<file path="config.mk">
export PLATFORM = sky130hd
export DESIGN_NAME = bfa_flag_mem
export DESIGN_NICKNAME = d
export VERILOG_FILES = /design/src/rtl/bfa_pkg.sv /design/src/rtl/bfa_flag_mem.sv
export SDC_FILE = /design/constraint.sdc
export NUM_CORES = 2
export LEC_CHECK = 0
export BUFFER_PORTS_ARGS = -buffer_cell sky130_fd_sc_hd__clkbuf_2
export CORE_ASPECT_RATIO = 1.4
export CORE_MARGIN = 4
export CORE_UTILIZATION = 25
export DETAILED_ROUTE_END_ITERATION = 12
export SLEW_MARGIN = 20
export SYNTH_ARGS = -nofsm -noshare
export SYNTH_HDL_FRONTEND = slang
export SYNTH_SLANG_ARGS = --single-unit
</file>
<file path="constraint.sdc">
create_clock -name clk -period 4.6 [get_ports clk]
set_input_delay 0.92 -clock clk [delete_from_list [all_inputs] [get_ports clk]]
set_output_delay 0.92 -clock clk [all_outputs]
set_load 0.03 [all_outputs]
</file>
<file path="src/rtl/bfa_pkg.sv">
// ----------------------------------------------------------------------------
// bfa_pkg - shared definitions for the bitmap first-free allocator
// Operation and status codes, controller states and the flag update bundle.
// ----------------------------------------------------------------------------
package bfa_pkg;

  localparam int MAX_BITS_DEF  = 4096;
  localparam int WORD_BITS_DEF = 32;

  localparam int OP_W     = 3;
  localparam int IDX_W    = 12;
  localparam int CFG_W    = 13;
  localparam int STATUS_W = 2;

  localparam logic [CFG_W-1:0] CFG_RESET = 13'd4096;

  // words per group in the first level of the summary search
  localparam int SCAN_GROUP = 16;

  typedef enum logic [OP_W-1:0] {
    OP_TEST      = 3'd0,
    OP_SET       = 3'd1,
    OP_CLEAR     = 3'd2,
    OP_CLAIM     = 3'd3,
    OP_RELEASE   = 3'd4,
    OP_CLEAR_ALL = 3'd5,
    OP_SET_ALL   = 3'd6,
    OP_NOP       = 3'd7
  } op_t;

  typedef enum logic [STATUS_W-1:0] {
    ST_OK    = 2'd0,
    ST_RANGE = 2'd1,
    ST_NONE  = 2'd2
  } status_t;

  typedef enum logic [2:0] {
    S_IDLE,
    S_SCAN,
    S_RD,
    S_MOD,
    S_RESP
  } state_t;

  // one update of the flag store, seen by the memory and the summaries
  typedef struct packed {
    logic wr;
    logic bulk;
    logic bulk_val;
    logic word_full;
    logic word_empty;
  } flag_upd_t;

endpackage

</file>
<file path="src/rtl/bfa_flag_mem.sv">
// ----------------------------------------------------------------------------
// bfa_flag_mem - flag word store
// Single-port synchronous RAM with a registered read; per-word valid bits and
// a fill value give reset and bulk clear/set without a clearing pass.
// ----------------------------------------------------------------------------
module bfa_flag_mem #(
  parameter int WORD_COUNT = 128,
  parameter int WORD_BITS  = 32,
  parameter int WA_W       = 7
) (
  input  logic                  clk,
  input  logic                  rst_n,
  input  logic                  rd_en,
  input  logic [WA_W-1:0]       rd_addr,
  output logic [WORD_BITS-1:0]  rd_data,
  input  bfa_pkg::flag_upd_t    upd,
  input  logic [WA_W-1:0]       wr_addr,
  input  logic [WORD_BITS-1:0]  wr_data
);

  logic [WORD_BITS-1:0]  mem [WORD_COUNT];
  logic [WORD_BITS-1:0]  rd_word_r;
  logic                  rd_valid_r;
  logic [WORD_COUNT-1:0] valid_r;
  logic                  fill_r;

  always_ff @(posedge clk) begin
    if (upd.wr) begin
      mem[wr_addr] <= wr_data;
    end
    if (rd_en) begin
      rd_word_r  <= mem[rd_addr];
      rd_valid_r <= valid_r[rd_addr];
    end
  end

  always_ff @(posedge clk) begin
    if (!rst_n) begin
      valid_r <= '0;
      fill_r  <= 1'b0;
    end else if (upd.bulk) begin
      valid_r <= '0;
      fill_r  <= upd.bulk_val;
    end else if (upd.wr) begin
      valid_r[wr_addr] <= 1'b1;
    end
  end

  // a word never written since reset or the last bulk operation reads as the fill value
  assign rd_data = rd_valid_r ? rd_word_r : {WORD_BITS{fill_r}};

endmodule

</file>
; ---- After elaboration in Yosys (flattened, before gate mapping)
; Memories as Yosys holds them, arrays and structs flattened. A register that Yosys moved wholly into a read port is not among the register bits.
; Cells that the tools add are included.
[classes]
order_cmp = 3
muxes = 7
bitwise = 2
n_reduce_logical = 2
[op_table]
columns = cell, n
row1 = OR 128 bit, 1
row2 = two-way mux 32 bit, 1
row3 = less-than comparator 7 x 8 -> 1 bit (second input constant), 2
row4 = binary-select mux 1 bit (select 7 bit), 1
row5 = demux 1 bit (select 7 bit), 1
row6 = >= comparator 7 x 1 -> 1 bit (second input constant), 1
row7 = two-way mux 1 bit, 4
row8 = OR reduction 2 bit, 1
row9 = logical AND 1 bit, 1
row10 = inverter 1 bit, 1
[totals]
register_bits = 130
ramBits = 4096
in_bits = 54
output_inout_bits = 32
n_memories = 1
[mem_list]
columns = name, depth, word_bits, rd, rd_clocked_by_memory_dff, write_ports, line
row1 = mem, 128, 32, 1, 1, 1, bfa_flag_mem.sv:21  ; logic [WORD_BITS-1:0] mem [WORD_COUNT];

; ---- Logic depth before layout (Yosys ltp)
[depth]
word_depth = 5
mapped_depth = 8
ltp_nobuf = 4

; ---- Worst setup path before layout
; OpenSTA, ideal clock, no wires.
[synth_timing]
path_type = input to register
start = input port wr_addr[1]
end = memory mem[26][0] (enable)
setup_ns = 0.423
t_arrival_ns = 3.556
required_time_ns = 4.177
slack_ns = 0.621
path_stages = 5
cell_sequence = clkbuf_1 or3b_2 or2_2 clkbuf_1 nor2_1
[synth_rtl]
columns = item, line
row1 = start: declaration, bfa_flag_mem.sv:17  ; input logic [WA_W-1:0] wr_addr,
row2 = end: declaration, bfa_flag_mem.sv:21
; Straight into the memory's write port.

; ---- Worst setup path in the final report
[layout_timing]
start = register rd_valid_r
end = output port rd_data[25]
[layout_between]
elab_chain_len = 1
[layout_rtl]
columns = item, line
row1 = start: declaration, bfa_flag_mem.sv:23  ; logic rd_valid_r;
row2 = start signal: assignment, bfa_flag_mem.sv:33  ; rd_valid_r <= valid_r[rd_addr];
row3 = two-way mux 32 bit, bfa_flag_mem.sv:50  ; assign rd_data = rd_valid_r ? rd_word_r : {WORD_BITS{fill_r}};
row4 = end: declaration, bfa_flag_mem.sv:15  ; output logic [WORD_BITS-1:0] rd_data,
; Every way passes these cells.

==> impl_metrics.ini <==
[synth]
synth.area.top_cells = edfxtp_1, mux4_2, dfxtp_1
synth-seq-cells = 4258
synthCells = 6389
syn_area_sq_um = 162000
yosysTopAreaCell = edfxtp_1
synth_area_per_cell_sq_um = 25.3
synth_warnings = 0
ys_seq_area_share_pct = 78.4
synth.distinct_cells = 23
syn-num-nets = 6443
yosysTopAreaCellShare_pct = 76.8

[clocking]
htreeDepth = 5
clock_latency_ns = 0.94
root_buffer = clkbuf_16
cts_inserted_buffers = 376
cts_resized = 0
clock-sinks = 4258
cts_max_path_buffers = 4
clkTransAtPathRegs_ns = 0.06
post-cts-setup-buffers = 0
cts_tree = yes
hold_buffers = 0

[sta]
finalCritPeriodShare_pct = 90.2
setup_viol = 0
worst_clock_skew_ns = 0.0443
rsz0062_at_grt = false
tightest_slew_ns = 1.18
slew_viol_final = 0
finalSetupTns_ns = 0
timing_hold_violations_final = 0
fin_crit_ns = 4.15
max-slew-margin-rel_pct = 21.5
fmax_ghz = 0.241

[cells_and_area]
fillCellCount = 61600
drive_above_1_share_pct = 35.8
area_growth_pct = 17.5
layout_commonest_cell = edfxtp_1
multi_input_area_sq_um = 34500
seqCellArea_sq_um = 127000
nNetsFinal = 6943
mostFrequentLayoutCells = edfxtp_1, mux4_2, clkbuf_16
fin_area_sq_um = 190000

[critical_path]
crit_arrival_ns = 3.23
worstSetupPathType = reg2out
start_kind = register
worstReg2RegEnd = rd_word_r[10]$_DFFE_PP_
cp_data_required_time_ns = 3.68
reg2reg_from = mem[11][10]$_DFFE_PP_
reg2reg_depth = 4
critPathCaptureType = output pin
cp_max_fo = 32
rrSetupSlack_ns = 1.67

[hold_path]
min_from = rst_n
hp-class = in2reg
holdPathStages = 2
min_to = fill_r$_SDFFE_PN0P_

[grt]
grt_remaining_overflow = 0
grt_max_degree = 129
grt_pass1_wl_mm = 615
antenna_found_initial = 65
grt_pass1_vias = 76500
grt_use_total_pct = 13.2

[floorplan]
dieArea_sq_um = 659000
io_pins = 86
initial_core_util_pct = 25.1
rows = 349
core-area_sq_um = 645000
die_x_um = 687
die_height_um = 959

[pwr]
ir_drop_v = 0.000313
share_seq_of_total_power_pct = 54.2
power.density_nw_per_um2 = 416
p_switching_mw = 16.7
power.internal_mw = 62.2
combPwrFrac_pct = 5.5
leakage_nw = 56.7
clock_power_share_pct = 40.4
p_sw_share_pct = 21.2

[route]
first_iter_violations = 9370
routedWlPerCell_um = 28.1
post-route-drc-count = 0
drtPass1Iterations = 5
post_drt_via_cell_ratio = 4.64
drt_wl_total_mm = 446
num_vias = 73700
final_antenna_net_count = 0

[run]
drv_cap = 0

[outcome]
status = completed

[place]
portBuffers = 83
placed_cell_area_sq_um = 177000
gp_congestion = 0.806
post-dp-hpwl_mm = 259
## power groups by stage
stage / sequential [mW] / combinational, mW / clock [mW]
after floorplan: 43.6 / 2.13 / 0
after global placement: 43.6 / 4.26 / 0
after detailed placement: 43.6 / 4.37 / 0
after CTS: 42.8 / 4.37 / 32.4
after global routing: 42.7 / 4.48 / 34.0
final: 42.8 / 4.30 / 31.9
## cell usage after synthesis
| cell type | count |
|---|---|
| inv_1 | 1 |
| or4_1 | 1 |
| edfxtp_1 | 4129 |
| buf_1 | 40 |
| o21a_1 | 128 |
| nor2b_1 | 6 |
| mux4_2 | 1386 |
| clkbuf_1 | 212 |
| nand2b_1 | 1 |
| nor2_1 | 131 |
| nand4_1 | 2 |
| mux2i_1 | 1 |
| buf_2 | 94 |
| or2_2 | 6 |
| mux2_2 | 33 |
| or3b_2 | 2 |
| nand3_1 | 8 |
| buf_6 | 1 |
| nand4b_1 | 1 |
| or3_1 | 1 |
| nand3b_1 | 3 |
| nand2_1 | 73 |
| dfxtp_1 | 129 |
## cells by family after synthesis
group           after synthesis  share of synthesized area [%]
simple gates                235                          0.596
compound gates              128                          0.595
flops                      4258                           78.4
buf+inv                     348                          0.886
mux                        1420                           19.6
## layer usage
layer / wire length [um] / vias to the layer above / global-route usage, %
met1: 162000 / 40800 / 15.7
met4: 20100 / 8 / 6.01
met3: 31100 / 755 / 2.19
li1: - / 28900 / -
met5: 253 / - / 0
met2: 233000 / 3145 / 23.4
## registers in the layout, indices dropped and copies added (netlist names)
| name | count |
|---|---|
| fill_r | 1 |
| mem | 4096 |
| rd_valid_r | 1 |
| rd_word_r | 32 |
| valid_r | 128 |
## worst max-delay path: stages, from the launching register on
cell and delay [ns]:
edfxtp_1 0.89, nand2b_2 0.81, nand2_1 0.17, clkbuf_2 0.39
## final cells by class
class / count / share of cell area [%]
flip-flops and latches: 4258 / 66.7
multi-input cells: 1783 / 18.2
repair buffers: 469 / 2.85
inverters: 1 / 0.00198
clock inverters: 215 / 1.22
clock buffers: 465 / 5.27
diodes: 98 / 0.129
well taps: 8599 / 5.67
## metrics by stage
step / instances / worst slack [ns] / hold slack, ns / power [mW] / utilization (%)
finish: 15900 / 0.449 / 0.248 / 78.9 / 29.4
global route: 15900 / 0.301 / 0.244 / 81.2 / 29.4
CTS: 15800 / 0.458 / 0.179 / 79.5 / 29.4
detailed placement: 15100 / 0.255 / 0.450 / 48.0 / 27.5
global placement: 15100 / 0.296 / 0.441 / 47.9 / 27.5
floorplan: 6389 / 0.621 / 0.435 / 45.7 / -
## worst max path at each step
| stage | cells past startpoint | from | slack, ns | end |
|---|---|---|---|---|
| after global placement | 7 | rd_addr[0] | 0.30 | rd_word_r[28]$_DFFE_PP_ |
| after floorplan | 5 | wr_addr[1] | 0.62 | mem[26][0]$_DFFE_PP_ |
| after global routing | 3 | rd_valid_r$_DFFE_PP_ | 0.30 | rd_data[25] |
| after detailed placement | 7 | rd_addr[0] | 0.25 | rd_word_r[18]$_DFFE_PP_ |
| final | 3 | rd_valid_r$_DFFE_PP_ | 0.45 | rd_data[25] |
| after CTS | 3 | rd_valid_r$_DFFE_PP_ | 0.46 | rd_data[30] |
No activity file was read; power rests on OpenSTA's default activity.
