**src/rtl/bfa_pkg.sv**
```systemverilog
// ----------------------------------------------------------------------------
// bfa_pkg - shared definitions for the bitmap first-free allocator
// Operation and status codes, controller states and the flag update bundle.
// ----------------------------------------------------------------------------
package bfa_pkg;

  localparam int MAX_BITS_DEF  = 4096;
  localparam int WORD_BITS_DEF = 32;

  localparam int OP_W     = 3;
  localparam int IDX_W    = 12;
  localparam int CFG_W    = 13;
  localparam int STATUS_W = 2;

  localparam logic [CFG_W-1:0] CFG_RESET = 13'd4096;

  // words per group in the first level of the summary search
  localparam int SCAN_GROUP = 16;

  typedef enum logic [OP_W-1:0] {
    OP_TEST      = 3'd0,
    OP_SET       = 3'd1,
    OP_CLEAR     = 3'd2,
    OP_CLAIM     = 3'd3,
    OP_RELEASE   = 3'd4,
    OP_CLEAR_ALL = 3'd5,
    OP_SET_ALL   = 3'd6,
    OP_NOP       = 3'd7
  } op_t;

  typedef enum logic [STATUS_W-1:0] {
    ST_OK    = 2'd0,
    ST_RANGE = 2'd1,
    ST_NONE  = 2'd2
  } status_t;

  typedef enum logic [2:0] {
    S_IDLE,
    S_SCAN,
    S_RD,
    S_MOD,
    S_RESP
  } state_t;

  // one update of the flag store, seen by the memory and the summaries
  typedef struct packed {
    logic wr;
    logic bulk;
    logic bulk_val;
    logic word_full;
    logic word_empty;
  } flag_upd_t;

endpackage

```
**src/rtl/bfa_scan.sv**
```systemverilog
// ----------------------------------------------------------------------------
// bfa_scan - word summaries and first-candidate search
// Keeps full/empty flags per word and finds the lowest active word that may
// hold a wanted bit, through a registered two-level search.
// ----------------------------------------------------------------------------
module bfa_scan #(
  parameter int WORD_COUNT = 128,
  parameter int WORD_BITS  = 32,
  parameter int WA_W       = 7,
  parameter int ACT_W      = 13
) (
  input  logic                clk,
  input  logic                rst_n,
  input  bfa_pkg::flag_upd_t  upd,
  input  logic [WA_W-1:0]     upd_addr,
  input  logic                start,
  input  logic                claim,
  input  logic [ACT_W-1:0]    active_n,
  output logic                hit,
  output logic [WA_W-1:0]     word
);

  localparam int SG        = bfa_pkg::SCAN_GROUP;
  localparam int GRP_COUNT = (WORD_COUNT + SG - 1) / SG;
  localparam int LOC_W     = $clog2(SG);
  localparam int GRP_W     = (GRP_COUNT > 1) ? $clog2(GRP_COUNT) : 1;
  localparam int PAD       = GRP_COUNT * SG;

  logic [WORD_COUNT-1:0] full_r;
  logic [WORD_COUNT-1:0] empty_r;
  logic [PAD-1:0]        cand;
  logic [GRP_COUNT-1:0]  grp_hit_c;
  logic [LOC_W-1:0]      grp_loc_c [GRP_COUNT];
  logic [GRP_COUNT-1:0]  grp_hit_r;
  logic [LOC_W-1:0]      grp_loc_r [GRP_COUNT];
  logic [GRP_W-1:0]      sel;

  always_ff @(posedge clk) begin
    if (!rst_n) begin
      full_r  <= '0;
      empty_r <= '1;
    end else if (upd.bulk) begin
      full_r  <= {WORD_COUNT{upd.bulk_val}};
      empty_r <= {WORD_COUNT{!upd.bulk_val}};
    end else if (upd.wr) begin
      full_r[upd_addr]  <= upd.word_full;
      empty_r[upd_addr] <= upd.word_empty;
    end
  end

  // only the boundary word can be a false candidate, and it is the last one
  always_comb begin
    cand = '0;
    for (int w = 0; w < WORD_COUNT; w++) begin
      cand[w] = (active_n > ACT_W'(w * WORD_BITS)) && (claim ? !full_r[w] : !empty_r[w]);
    end
  end

  always_comb begin
    for (int g = 0; g < GRP_COUNT; g++) begin
      grp_hit_c[g] = |cand[g*SG +: SG];
      grp_loc_c[g] = '0;
      for (int i = SG - 1; i >= 0; i--) begin
        if (cand[g*SG + i]) begin
          grp_loc_c[g] = LOC_W'(i);
        end
      end
    end
  end

  always_ff @(posedge clk) begin
    if (start) begin
      grp_hit_r <= grp_hit_c;
      for (int g = 0; g < GRP_COUNT; g++) begin
        grp_loc_r[g] <= grp_loc_c[g];
      end
    end
  end

  always_comb begin
    hit = 1'b0;
    sel = '0;
    for (int g = GRP_COUNT - 1; g >= 0; g--) begin
      if (grp_hit_r[g]) begin
        hit = 1'b1;
        sel = GRP_W'(g);
      end
    end
    word = WA_W'({sel, grp_loc_r[sel]});
  end

endmodule

```
**config.mk**
```make
export PLATFORM = sky130hd
export DESIGN_NAME = bfa_scan
export DESIGN_NICKNAME = d
export VERILOG_FILES = /design/src/rtl/bfa_pkg.sv /design/src/rtl/bfa_scan.sv
export SDC_FILE = /design/constraint.sdc
export NUM_CORES = 1
export LEC_CHECK = 0
export BUFFER_PORTS_ARGS = -buffer_cell sky130_fd_sc_hd__buf_4
export CAP_MARGIN = 20
export CORE_MARGIN = 10
export CORE_UTILIZATION = 33
export CTS_BUF_LIST = sky130_fd_sc_hd__clkbuf_8
export DETAILED_ROUTE_END_ITERATION = 7
export PLACE_DENSITY_LB_ADDON = 0.12
export SLEW_MARGIN = 20
export SYNTH_ARGS = -nofsm -noshare
export SYNTH_HDL_FRONTEND = slang
export SYNTH_SLANG_ARGS = --single-unit
```
**constraint.sdc**
```tcl
create_clock -name clk -period 2.7 [get_ports clk]
set_input_delay 0.54 -clock clk [delete_from_list [all_inputs] [get_ports clk]]
set_output_delay 0.54 -clock clk [all_outputs]
set_load 0.05 [all_outputs]
```
=== Word level (Yosys, flattened, before mapping) ===
Memory sizes are Yosys's and may differ from the RTL's.
Index checks and enable logic that the tools add are counted.

* Memories: 1
* Register bits after elaboration: 264
* Output and inout bits: 8
* Word-level logic and storage cells: 811
* Latch bits: 0
* RAM bits: 32
* Input port bits: 29
* Bits in read-only memories: 0

* Add/subtract/negate cells: 0
* Bitwise gates (word level): 0
* Equal/unequal tests: 0
* $lt $le $gt $ge: 130
* Multiplexer cells: 282
* $mul: 0
* Div/mod/pow operators: 0
* Shift-type cells: 0
* Reductions and logical operators: 395

{| class="wikitable"
|+ Memories
! name !! depth !! bits a word !! read ports !! clocked after memory_dff !! write ports !! line !! source
|-
| grp_loc_r || 8 || 4 || 1 || 0 || 8 || bfa_scan.sv:35 || <nowiki>logic [LOC_W-1:0] grp_loc_r [GRP_COUNT];</nowiki>
|}

{| class="wikitable"
|+ Operator list
! cell !! number
|-
| 13-bit by 12-bit greater-than comparator with 1-bit output, second input constant || 64
|-
| 128-bit 2-to-1 mux || 4
|-
| 4-bit 2-to-1 mux || 128
|-
| 13-bit by 11-bit greater-than comparator with 1-bit output, second input constant || 32
|-
| 1-bit logical NOT || 257
|-
| 128-bit bitwise mux || 2
|-
| 13-bit by 10-bit greater-than comparator with 1-bit output, second input constant || 16
|-
| 1-bit 2-to-1 mux || 139
|-
| 1-bit logical AND || 129
|-
| 16-bit OR reduction || 8
|-
| 13-bit by 9-bit greater-than comparator with 1-bit output, second input constant || 8
|-
| 13-bit by 8-bit greater-than comparator with 1-bit output, second input constant || 4
|-
| 13-bit by 7-bit greater-than comparator with 1-bit output, second input constant || 2
|-
| 3-bit 2-to-1 mux || 8
|-
| 13-bit by 1-bit greater-than comparator with 1-bit output, second input constant || 1
|-
| 13-bit by 6-bit greater-than comparator with 1-bit output, second input constant || 1
|-
| 7-bit by 8-bit less-than comparator with 1-bit output, second input constant || 1
|-
| 1-bit demux with 7-bit select || 1
|-
| 7-bit by 1-bit greater-or-equal comparator with 1-bit output, second input constant || 1
|-
| 2-bit nonzero test || 1
|}

=== Longest topological paths before layout ===
* Word-level depth: 19
* Gate-level depth with buffers: 12
* Gate-level depth less buffers: 7

=== Least setup slack after synthesis ===
Ideal clock, no wire load.

* Path type: input -> register
* Start point: input active_n[0]
* End point: register grp_hit_r[3], data pin
* Path slack: 0.077 ns
* Path buffers: 1
* Arrival time: 2.361 ns
* Setup time: 0.261 ns
* Stages: 8
* Data required time: 2.439 ns
* Cell sequence: or3_4 > buf_2 > or3_1 > or3_1 > a31oi_1 > inv_1 > nor3_2 > nand2_1

* Cells in the longest elaborated chain, start to end: 3
* Elaborated cells on any way between the ends: 33
* Those cells by class: 16 x order compare; 17 x reduce/logical

{| class="wikitable"
|+ RTL lines
! element !! line !! source
|-
| start, declared || bfa_scan.sv:18 || <nowiki>input logic [ACT_W-1:0] active_n,</nowiki>
|-
| 13-bit by 11-bit greater-than comparator with 1-bit output || bfa_scan.sv:55 || <nowiki>cand[w] = (active_n > ACT_W'(w * WORD_BITS)) && (claim ? !full_r[w] : !empty_r[w]);</nowiki>
|-
| 1-bit logical AND || bfa_scan.sv:55 ||
|-
| 16-bit OR reduction * || bfa_scan.sv:61 || <nowiki>grp_hit_c[g] = |cand[g*SG +: SG];</nowiki>
|-
| named net grp_hit_c[3] || bfa_scan.sv:32 || <nowiki>logic [GRP_COUNT-1:0] grp_hit_c;</nowiki>
|-
| end signal, assigned || bfa_scan.sv:73 || <nowiki>grp_hit_r <= grp_hit_c;</nowiki>
|-
| end, declared || bfa_scan.sv:34 || <nowiki>logic [GRP_COUNT-1:0] grp_hit_r;</nowiki>
|}

Mark *: on every way through the listed nets, which the timed path passes. The rest lies on a longest branch.
A chain may end at the register's enable or synchronous reset.

=== Final worst setup path ===
* Start point: register grp_hit_r[7]
* End point: output word[1]

* Cells in the longest elaborated chain, start to end: 9

{| class="wikitable"
|+ RTL lines
! element !! line !! source
|-
| 3-bit 2-to-1 mux (8 in a row) || bfa_scan.sv:84 || <nowiki>if (grp_hit_r[g]) begin</nowiki>
|-
| memory read 8 x 4 bit || - ||
|-
| end, declared || bfa_scan.sv:20 || <nowiki>output logic [WA_W-1:0] word</nowiki>
|}

No other way between the ends.

==> qor.txt <==
Ports placed on the boundary: 37
TritonCTS Sinks: 296
Number of iterations in the first detailed-routing pass: 5
Clk_skew: 0.0262 ns
Worst R2R Path Depth: 6
Met2 Track Usage GR: 0.343
Largest net degree at the start of global routing: 129
Met3 usage: 0.0410
Async set-or-reset flop fraction in the synthesized netlist: 0
Number of pins with negative max-slew slack in the final report: 0
Number of buffers and inverters on the critical path: 3
Max-cap violations: 0
Nets in the synthesized netlist: 2,014
Busiest layer in global routing: met2
# port buffers: 36
Number of core rows: 83
Residual DRC: 0
Critical Path Fanout Max: 5
Root buf cell: sky130_fd_sc_hd__clkbuf_8
Nets@finish: 2,332
Drt initial violations: 1,495
Number of hold buffers added after cts: 0
Starting Density: 0.335
Clock latency on the worst-skew pair: 0.65 ns
CTS tree: yes
Worst-path cell with the longest stage delay: sky130_fd_sc_hd__edfxtp_1
Power density normalized to cell area: 527 nW/um^2
Detailed-route wire length per cell: 24.6 um
Worst slew margin: 0.412
Number of global-route vias before repair: 16,600
Antenna violations before repair: 6
Setup repair after global routing missed its margin: true
Count of cell types in the netlist: 77
Die H: 249 um
Highest clock rate: 296 MHz
Filler cell count in the final layout: 5,129
CTS H-tree lvls: 2
Area growth syn-to-layout: 28.1%
All-Layer GR Usage: 0.230
Vias per Instance: 5.65
Synth warn: 0
Lkg Pwr: 9.66 nW
Final Cycle Share: 1.25
Min Clock Period, post-route: 3.37 ns
Hold WC Path Type: input port to flop
Fraction of layout instances using a drive strength above 1: 0.245
Dominant cell type by count on the critical path: sky130_fd_sc_hd__nor2_1
Required time of the critical path: 2.16 ns
Path type of the worst setup path: flop to output pin
Post-route ant nets: 0
Min-Delay Path Depth: 2
Violations in the final reports: negative setup slack
Gate count after technology mapping: 1,985
Total Die Area: 61,900 um^2
Utilization after layout: 0.429
Transition time of the tightest slew-check pin: 0.860 ns
Cell count along the critical path: 10
Final Instance Count excl. Fillers: 3,020
Final-report setup violation count: 6
Leftover overflow at the end of global routing: 0
Maximum resistive drop on vdd: 401 uV
CTS clk-pin slew, worst paths: 0.06 ns
Wire length of the first global-routing pass: 109,000 um
Synthesized cell area: 17,300 um^2
Most frequently used flop master after synthesis: sky130_fd_sc_hd__dfxtp_1
Number of placed cells counting well taps: 2,922
CP delay by family, top: multiplexers
Flip-flop and latch count after synthesis: 296
EDFF count, synth: 40
Placeable core region: 51,600 um^2
Count of vias placed by the detailed router: 17,100
Maximum root-to-sink buffer count: 3
Critical path launch point type: flop
Avg Inst Size Synth: 8.70 um^2
Width of the die: 249 um
Endpoint kind of the worst setup timing path: output pin
Cell-by-cell listing of the critical path: buf_6, nand2b_4, a21oi_2, nor2_1, nor2_1, o21bai_1, buf_4, mux4_2, mux2_4, buf_8
Routed wire length: 74,300 um
Post-DP HPWL: 54,700 um
Number of buffers created by CTS: 54
Result of the run: finished, violations left
GR met1 Demand/Resource: 0.322
Worst endpoint data arrival time: 2.83 ns
Register area share after synthesis: 0.366
Crit path largest cell delay: 0.55 ns
Endpoints failing hold: 0
Worst setup margin: -0.674 ns
Gpl congestion: 0.967
[layer usage]
| layer | up-vias | part of all wire |
|---|---|---|
| li1 | 7979 | - |
| met5 | - | 0.00043 |
| met2 | 570 | 0.44 |
| met4 | 4 | 0.033 |
| met1 | 8377 | 0.46 |
| met3 | 122 | 0.067 |
[flip-flops by register name, summed over array words and instances (netlist names)]
signal	cells
full_r	128
grp_hit_r	8
grp_loc_r	32
empty_r	128
[timing repair]
item,in CTS,in global routing
gates resized for setup,11,11
setup endpoints to repair,7,8
pin swaps,2,6
setup buffers,4,1
[final cells by class]
class                           instances  area, um^2  share of cell area
Timing Repair Buffer                  435        3650               0.165
Clock buffer                           64         881              0.0398
Antenna cell                            1        2.50            0.000113
Sequential cell                       296        6330               0.286
Inverter                               30         115             0.00520
Multi-Input combinational cell       1486       10200               0.459
Clock inverter                         28         134             0.00605
Tap cell                              680         851              0.0385
[worst paths after layout]
| check | startpoint | to | slack (ns) |
|---|---|---|---|
| worst min register to register | empty_r[1] | empty_r[1] | 0.45 |
| worst max-delay path | grp_hit_r[7] | word[1] | -0.67 |
| worst min-delay path | rst_n | empty_r[6] | 0.18 |
| worst max register to register | full_r[77] | grp_loc_r[4][0] | 0.55 |
[kinds of logic after synthesis]
group | Yosys count | synth area share
flops | 296 | 0.366
mux | 363 | 0.218
buf+inv | 203 | 0.0495
simple gates | 526 | 0.156
compound gates | 597 | 0.210
[cell usage after synthesis, types with 5 or more instances]
cell	number	area [um^2]
sky130_fd_sc_hd__a211oi_1	26	195
sky130_fd_sc_hd__a21boi_0	7	52.6
sky130_fd_sc_hd__a21o_1	7	52.6
sky130_fd_sc_hd__a21oi_1	186	931
sky130_fd_sc_hd__a221o_1	6	60.1
sky130_fd_sc_hd__a221oi_1	20	175
sky130_fd_sc_hd__a311oi_1	6	52.6
sky130_fd_sc_hd__a31oi_1	19	119
sky130_fd_sc_hd__and2_1	14	87.6
sky130_fd_sc_hd__and3_1	16	100
sky130_fd_sc_hd__buf_1	5	18.8
sky130_fd_sc_hd__buf_2	38	190
sky130_fd_sc_hd__buf_4	12	90.1
sky130_fd_sc_hd__clkbuf_1	118	443
sky130_fd_sc_hd__dfxtp_1	256	5120
sky130_fd_sc_hd__edfxtp_1	40	1200
sky130_fd_sc_hd__inv_1	29	109
sky130_fd_sc_hd__mux2_2	23	259
sky130_fd_sc_hd__mux2i_1	332	3320
sky130_fd_sc_hd__mux4_2	8	180
sky130_fd_sc_hd__nand2_1	162	608
sky130_fd_sc_hd__nand2b_1	22	138
sky130_fd_sc_hd__nand3_1	31	155
sky130_fd_sc_hd__nand4_1	13	81.3
sky130_fd_sc_hd__nand4b_1	5	43.8
sky130_fd_sc_hd__nor2_1	118	443
sky130_fd_sc_hd__nor2b_1	39	244
sky130_fd_sc_hd__nor3_1	30	150
sky130_fd_sc_hd__nor3_2	6	60.1
sky130_fd_sc_hd__nor3b_1	10	75.1
sky130_fd_sc_hd__nor4_1	10	62.6
sky130_fd_sc_hd__o2111ai_1	7	61.3
sky130_fd_sc_hd__o211a_1	6	60.1
sky130_fd_sc_hd__o211ai_1	36	270
sky130_fd_sc_hd__o21a_1	11	82.6
sky130_fd_sc_hd__o21ai_0	196	981
sky130_fd_sc_hd__o21ai_1	6	30.0
sky130_fd_sc_hd__o221ai_1	5	43.8
sky130_fd_sc_hd__o31ai_1	9	67.6
sky130_fd_sc_hd__or2_1	5	31.3
sky130_fd_sc_hd__or3_1	11	68.8
sky130_fd_sc_hd__or4_1	5	37.5
[through the flow]
stage               hold slack, ns  instance area, um^2  power (mW)  TNS [ns]  worst slack, ns
finish                       0.180                22100        11.7     -3.02           -0.674
global route                 0.164                22100        12.2     -3.90           -0.799
CTS                          0.129                22100        11.7     -3.59           -0.762
detailed placement           0.443                21000        7.58     -7.05           -0.339
global placement             0.439                21000        7.57     -7.15           -0.325
floorplan                    0.422                17300        6.31         0           0.0771
[power by group]
group | switching, mW | leakage, nW | internal [mW]
combinational | 1.48 | 6.53 | 1.08
sequential | 0.179 | 2.52 | 4.80
clock | 1.92 | 0.615 | 2.21
total | 3.58 | 9.66 | 8.09
[placed cells by master, fill, tap and decap left out, types with 8 or more instances in the layout]
master and instances:
sky130_fd_sc_hd__and3_1 16, sky130_fd_sc_hd__nor3b_1 10, sky130_fd_sc_hd__a31oi_1 19, sky130_fd_sc_hd__o211ai_1 36
sky130_fd_sc_hd__nand2b_1 21, sky130_fd_sc_hd__nand2_1 162, sky130_fd_sc_hd__buf_12 28, sky130_fd_sc_hd__nor2b_1 39
sky130_fd_sc_hd__nand3_1 30, sky130_fd_sc_hd__nor3_1 29, sky130_fd_sc_hd__buf_4 399, sky130_fd_sc_hd__or3_1 11
sky130_fd_sc_hd__and2_1 14, sky130_fd_sc_hd__a21oi_1 185, sky130_fd_sc_hd__o21a_1 11, sky130_fd_sc_hd__dfxtp_1 256
sky130_fd_sc_hd__inv_1 52, sky130_fd_sc_hd__edfxtp_1 40, sky130_fd_sc_hd__mux2i_1 332, sky130_fd_sc_hd__mux4_2 8
sky130_fd_sc_hd__a211oi_1 26, sky130_fd_sc_hd__o31ai_1 8, sky130_fd_sc_hd__clkbuf_8 64, sky130_fd_sc_hd__a221oi_1 20
sky130_fd_sc_hd__nand4_1 13, sky130_fd_sc_hd__o21ai_0 195, sky130_fd_sc_hd__nor2_1 117, sky130_fd_sc_hd__nor4_1 10
sky130_fd_sc_hd__mux2_2 20
(Power assumes the default switching activity.)
